==> src/design/laser_point_sparkle_inserter_assert.svh <==
// ---------------------------------------------------------------------------
// laser point sparkle inserter assertion macros
// shared property templates, clocked on clk and disabled during reset
// ---------------------------------------------------------------------------
`ifndef LASER_POINT_SPARKLE_INSERTER_ASSERT_SVH
`define LASER_POINT_SPARKLE_INSERTER_ASSERT_SVH

// same-cycle implication
`define LPSI_ASSERT_NOW(label, ante, cons, msg) \
  label: assert property (@(posedge clk) disable iff (!rst_n) (ante) |-> (cons)) \
    else $error(msg);

// next-cycle implication
`define LPSI_ASSERT_NXT(label, ante, cons, msg) \
  label: assert property (@(posedge clk) disable iff (!rst_n) (ante) |=> (cons)) \
    else $error(msg);

`endif

==> src/design/lpsi_pkg.sv <==
// ---------------------------------------------------------------------------
// lpsi_pkg
// types and constants shared by the sparkle inserter modules
// ---------------------------------------------------------------------------
package lpsi_pkg;

  localparam int unsigned LANES = 3;

  localparam logic [16:0] ONE_Q16       = 17'h10000;
  localparam logic [15:0] HALF_Q16      = 16'h8000;
  localparam logic [15:0] BIAS_MSB      = 16'h8000;
  localparam logic [15:0] COLOR_MAX     = 16'hFFFF;
  localparam logic [7:0]  FADE_REPEATS  = 8'd2;
  localparam logic [7:0]  SPARK_REPEATS = 8'd5;

  typedef enum logic [2:0] {
    CFG_ENABLE,
    CFG_DENSITY,
    CFG_SPK_RED,
    CFG_SPK_GREEN,
    CFG_SPK_BLUE,
    CFG_SPK_ALPHA,
    CFG_FOLLOW,
    CFG_MIN_DIST
  } cfg_idx_t;

  typedef enum logic [1:0] {
    SEL_POS,
    SEL_BLEND,
    SEL_FADE
  } lerp_sel_t;

  typedef enum logic [1:0] {
    EMIT_FADE,
    EMIT_SPARK,
    EMIT_CUR
  } emit_kind_t;

  typedef enum logic [3:0] {
    ST_IDLE,
    ST_CALC,
    ST_SQ,
    ST_DEC,
    ST_FADE,
    ST_FST,
    ST_E_FADE0,
    ST_E_SPARK,
    ST_E_FADE1,
    ST_E_CUR
  } state_t;

  typedef struct packed {
    logic       cap;
    lerp_sel_t  sel;
    logic       st_pos;
    logic       st_blend;
    logic       st_fade;
    logic       decide;
    logic       emit;
    emit_kind_t kind;
    logic       commit;
  } dp_cmd_t;

  typedef struct packed {
    logic sparkle;
    logic out_free;
  } dp_sts_t;

  typedef struct packed {
    logic [6:0]  pad;
    logic [15:0] random_mix;
    logic [15:0] random_gate;
    logic [16:0] ratio;
    logic [7:0]  repeats;
    logic [15:0] color_b;
    logic [15:0] color_g;
    logic [15:0] color_r;
    logic [15:0] pos_z;
    logic [15:0] pos_y;
    logic [15:0] pos_x;
  } in_item_t;

  typedef struct packed {
    logic [7:0]  out_repeats;
    logic [15:0] out_b;
    logic [15:0] out_g;
    logic [15:0] out_r;
    logic [15:0] out_z;
    logic [15:0] out_y;
    logic [15:0] out_x;
  } out_item_t;

  localparam int unsigned IN_W  = $bits(in_item_t);
  localparam int unsigned OUT_W = $bits(out_item_t);
  localparam int unsigned CFG_W = 17;

endpackage

==> src/design/lpsi_ctrl.sv <==
// ---------------------------------------------------------------------------
// lpsi_ctrl
// sequencer: steps one point through decision, lane passes and emission
// ---------------------------------------------------------------------------
`include "laser_point_sparkle_inserter_assert.svh"

module lpsi_ctrl
  import lpsi_pkg::*;
(
  input  logic    clk,
  input  logic    rst_n,
  input  logic    in_tvalid,
  output logic    in_tready,
  input  dp_sts_t sts,
  output dp_cmd_t cmd
);

  state_t state_r;
  state_t state_nxt;

  always_ff @(posedge clk) begin
    if (!rst_n) begin
      state_r <= ST_IDLE;
    end else begin
      state_r <= state_nxt;
    end
  end

  always_comb begin
    state_nxt    = state_r;
    in_tready    = 1'b0;
    cmd          = '0;
    cmd.sel      = SEL_POS;
    cmd.kind     = EMIT_CUR;
    unique case (state_r)
      ST_IDLE: begin
        in_tready = 1'b1;
        cmd.cap   = in_tvalid;
        if (in_tvalid) state_nxt = ST_CALC;
      end
      ST_CALC: begin
        cmd.sel   = SEL_POS;
        state_nxt = ST_SQ;
      end
      ST_SQ: begin
        cmd.st_pos = 1'b1;
        cmd.sel    = SEL_BLEND;
        state_nxt  = ST_DEC;
      end
      ST_DEC: begin
        cmd.st_blend = 1'b1;
        cmd.decide   = 1'b1;
        state_nxt    = sts.sparkle ? ST_FADE : ST_E_CUR;
      end
      ST_FADE: begin
        cmd.sel   = SEL_FADE;
        state_nxt = ST_FST;
      end
      ST_FST: begin
        cmd.st_fade = 1'b1;
        state_nxt   = ST_E_FADE0;
      end
      ST_E_FADE0: begin
        cmd.kind = EMIT_FADE;
        if (sts.out_free) begin
          cmd.emit  = 1'b1;
          state_nxt = ST_E_SPARK;
        end
      end
      ST_E_SPARK: begin
        cmd.kind = EMIT_SPARK;
        if (sts.out_free) begin
          cmd.emit  = 1'b1;
          state_nxt = ST_E_FADE1;
        end
      end
      ST_E_FADE1: begin
        cmd.kind = EMIT_FADE;
        if (sts.out_free) begin
          cmd.emit  = 1'b1;
          state_nxt = ST_E_CUR;
        end
      end
      ST_E_CUR: begin
        cmd.kind = EMIT_CUR;
        if (sts.out_free) begin
          cmd.emit   = 1'b1;
          cmd.commit = 1'b1;
          in_tready  = 1'b1;
          cmd.cap    = in_tvalid;
          state_nxt  = in_tvalid ? ST_CALC : ST_IDLE;
        end
      end
      default: state_nxt = ST_IDLE;
    endcase
  end

  `LPSI_ASSERT_NXT(a_acc_calc, in_tvalid && in_tready, state_r == ST_CALC, "transfer did not start calc")
  `LPSI_ASSERT_NOW(a_fade_dec, state_r == ST_FADE, $past(state_r) == ST_DEC && $past(sts.sparkle), "fade pass without sparkle")

endmodule

==> config.mk <==
export PLATFORM = sky130hd
export DESIGN_NAME = lpsi_ctrl
export DESIGN_NICKNAME = d
export VERILOG_FILES = /design/src/design/lpsi_pkg.sv /design/src/design/lpsi_ctrl.sv
export VERILOG_INCLUDE_DIRS = /design/src /design/src/design
export SDC_FILE = /design/constraint.sdc
export NUM_CORES = 1
export LEC_CHECK = 0
export BUFFER_PORTS_ARGS = -buffer_cell sky130_fd_sc_hd__buf_2
export CAP_MARGIN = 0
export CELL_PAD_IN_SITES_DETAIL_PLACEMENT = 0
export CELL_PAD_IN_SITES_GLOBAL_PLACEMENT = 2
export CORE_MARGIN = 3
export CORE_UTILIZATION = 21
export DETAILED_ROUTE_END_ITERATION = 7
export PLACE_DENSITY_LB_ADDON = 0.1
export RECOVER_POWER = 25
export SYNTH_ARGS = -nofsm -noshare
export SYNTH_HDL_FRONTEND = slang
export SYNTH_SLANG_ARGS = --single-unit
==> constraint.sdc <==
create_clock -name clk -period 1.3 [get_ports clk]
set_input_delay 0.065 -clock clk [delete_from_list [all_inputs] [get_ports clk]]
set_output_delay 0.065 -clock clk [all_outputs]
set_load 0.005 [all_outputs]
Word level (Yosys, flattened, before mapping) --
Index checks and enable logic that the tools add are counted.
Storage, ports and cells: register bits after elaboration 4
Cells by class: equal/unequal tests 14, mux-type cells 18, reductions and logical operators 3
Operators by type and width (count):
- case mux 4 bit (10 select lines) | 1
- 2-to-1 mux 4 bit | 6
- == test 4 x 3 -> 1 bit (second input constant) | 4
- inequality test 2 bit (second input constant) | 5
- case mux 3 bit (3 select lines) | 1
- == test 4 x 2 -> 1 bit (second input constant) | 2
- == test 4 bit (second input constant) | 2
- 2-to-1 mux 1 bit | 7
- AND reduction 5 bit | 1
- == test 4 x 1 -> 1 bit (second input constant) | 1
- zero test 4 bit | 1
- case mux 1 bit (2 select lines) | 2
- case mux 2 bit (2 select lines) | 1
- OR reduction 2 bit | 1

Depth between registers and ports, before layout --
depth in word-level cells 3, mapped depth 5, depth with buffers taken out 4

Worst setup path after synthesis --
No wires, ideal clock.
path type register -> register, start point register state_r[3], end point register state_r[0], setup time 0.088 ns, data arrival time 1.248 ns, data required time 1.212 ns, path slack -0.036 ns, cell stages (with the launch flop) 5, period minus slack after synthesis 1.336 ns, cell sequence dfxtp_1 buf_6 or4b_1 o311a_1 o32ai_2
Between the ends: word-level cells in the longest chain between the ends 3, elaborated cells between the ends (all ways) 17
RTL lines:
- start: declaration | RTL line lpsi_ctrl.sv:18 | state_t state_r;
- start signal: assignment | RTL line lpsi_ctrl.sv:25 | state_r <= state_nxt;
- == test 4 x 3 -> 1 bit, or another cell as far along | RTL line lpsi_ctrl.sv:35 | unique case (state_r)
- inequality test 2 bit (no source line)
- AND reduction 5 bit (no source line)
Parallel ways exist; a longest one is shown, timed or not. A chain may end at the register's enable or synchronous reset.

Worst setup path after layout --
Same ends and word-level chain as after synthesis.

==> results.toml <==
[outcome]
outcome = "finished, violations left"
violations = "setup timing"

[sta]
finalSetupViolations = 6
final-hold-violation-count = 0
layout_min_cycle_time_ps = 1420
clock.fmax_mhz = 704
rsz0062_at_grt = "yes"
relSlewSlack = 0.713
fin_tns_setup_ps = -335
hold-worst-slack_ps = 101
final-max-slew-violation-count = 0
clock_skew_ps = 4.76
worst_slack_ps = -120
worst_pin_slew_ps = 426
period_share = 1.09

[route]
dr.pass1.iters = 4
ant_nets = 0
routed_wl_mm = 1.54
wl_per_cell_um = 12.9
first_iter_violations = 4
post-route-drc-count = 0
vias = 543
via_per_inst = 4.56

[critical_path]
crit_fanout = 7
slowest_delay_ps = 480
r2r_cells = 4
worstPathCellList = "buf_4, or4b_1, o311a_1, o32ai_2"
slowest_stage = "or4b_1"
arrival_ps = 1570
crit_buf_inv = 1
cp-end-kind = "flip-flop"
r2r_slack_ps = -120
timing.rr.end = "state_r[0]"
worstSetupPathType = "flip-flop to flip-flop"
crit_path_start_kind = "flip-flop"
reg2reg_from = "state_r[3]"
critPathTopFamily = "simple AND/OR/NAND/NOR gates"
cp.required_ps = 1450

[cts]
tritoncts = "built"
htreeDepth = 1
clockBufferDepth = 2
clock-root-buffer = "clkbuf_4"
cts_made_buffers = 3
insertion_delay_ps = 240
cts.sinks = 4
clk_pin_slew_ps = 40
postCtsHoldBufs = 0

[synth]
ys_ff_latch = 4
synth_warnings = 0
syn_area_per_cell_um2 = 7.29
syn_nets = 62
synth_top_cell_by_area = "dfxtp_1"
synth_commonest_cells = "nand2_1, nor2_1, dfxtp_1"
syn-instance-count = 57
yosysMostFrequentCell = "nand2_1"
synth_area_leaders = "dfxtp_1, nand2_1, nor2_1"
synthFlopType = "dfxtp_1"
synth_edf_count = 0
syn-cell-area_um2 = 415
async_reset_ff_frac = 0
yosysTopAreaCellShare = 0.193
yosys.cell_types.count = 31
ys_seq_area_frac = 0.193

[hold_path]
hold_path.class = "input port to flip-flop"
hold_path_depth = 2
min_to = "state_r[2]"
min_from = "rst_n"

[global_routing]
track_usage = 0.122
grt_max_degree = 12
grt_pass1_vias = 522
antenna_found_initial = 0
overflow = 0
grt_pass1_wl_mm = 2.34

[placement]
place_inst = 108
gp_congestion = 0.735
dpl.hpwl_mm = 1.02
portBuffers = 16
place_ws_ps = -73.3

[floorplan]
start_util = 0.231
dieArea_mm2 = 0.00255
io_pins = 17
core_mm2 = 0.00180
die_h_um = 50.5
row_count = 15
die_w_um = 50.5

[power]
leakage_nw = 0.381
pwr_density_cell_mw_per_mm2 = 1820
p_seq_frac = 0.172
ir_drop_v = 0.000665
p_int_w = 0.000925
power.switching_w = 0.000566
p_clk_frac = 0.106
p_sw_frac = 0.379
comb_power_share = 0.722

[final_layout]
fin_nets = 101
area_growth_pct = 97.6
fill_cells = 192
final_cells = 119
reg_top3 = "state_r: 4 flops"
antenna_cells = 0
largest_reg_flops = 4
largest-register = "state_r"
layout-drive-gt1-share = 0.670

[job]
maxCapViolations = 0
==> power groups by stage <==
stage / logic [W] / clock network (W) / registers (W)
after floorplan: 0.000478 / 0 / 0.000187
after global placement: 0.000755 / 0 / 0.000237
after detailed placement: 0.000745 / 0 / 0.000236
after CTS: 0.000841 / 0.000161 / 0.000255
after global routing: 0.00117 / 0.000169 / 0.000260
final: 0.00108 / 0.000158 / 0.000257
==> final cells by class <==
class,instances,area (um^2),share of cell area
clock buffers,3,22.5,0.0274
repair buffers,41,304,0.370
well taps,25,31.3,0.0381
multi-input cells,45,367,0.447
inverters,1,3.75,0.00457
flip-flops and latches,4,92.6,0.113
==> placed cells by master, fill, tap and decap left out, types with 2 or more instances in the layout <==
cell type | netlist | final
o21a_1 | 2 | 2
nor2b_1 | 3 | 2
dfxtp_4 | 0 | 3
buf_6 | 1 | 7
buf_4 | 2 | 18
o21ai_0 | 2 | 2
nor2_1 | 5 | 4
clkbuf_4 | 0 | 3
buf_2 | 2 | 15
nand2_1 | 7 | 6
nor3_2 | 0 | 2
==> routing by layer <==
layer | share of wire | track usage | vias to the layer above | routed length (um)
li1 | - | - | 282 | -
met1 | 0.45 | 0.150 | 246 | 699
met2 | 0.49 | 0.207 | 13 | 762
met3 | 0.043 | 0.0297 | 2 | 66
met4 | 0.0071 | 0.0404 | 0 | 11
met5 | 0 | 0 | - | 0
==> worst max-delay path by stage <==
stage	cells past startpoint	startpoint	end	slack, ps
4_1_cts	6	state_r[1]	cmd[2]	-70
3_5_place_dp	5	state_r[2]	state_r[2]	-70
5_1_grt	4	state_r[3]	state_r[0]	-170
2_1_floorplan	5	state_r[0]	state_r[3]	30
6_report	4	state_r[3]	state_r[0]	-120
3_3_place_gp	5	state_r[2]	state_r[2]	-70
==> cell families (layout without fill, tap and decap cells) <==
group                  Yosys count  in the layout  synth area share
AOI/OAI and AO/OA               12             12             0.235
buffers and inverters            8             45             0.114
DFF                              4              4             0.193
muxes                            1              1            0.0241
and+or+nand+nor                 32             32             0.434
==> through the flow <==
stage	area [um^2]	power (W)	utilization
global route	821	0.00160	0.456
detailed placement	618	0.000982	0.343
CTS	708	0.00126	0.393
floorplan	423	0.000665	-
finish	821	0.00149	0.456
global placement	618	0.000992	0.343
==> worst reg2reg max path, cell delays in order, from the launching register on <==
cell	delay [ps]
dfxtp_4	370
buf_4	150
or4b_1	480
o311a_1	140
o32ai_2	190
==> repair_timing <==
action / 4_1_cts / 5_1_grt
setup endpoints to repair: 15 / 13
pin swaps: 4 / 8
buffers inserted: 1 / 7
resized for setup: 17 / 15
(Power assumes the default switching activity.)
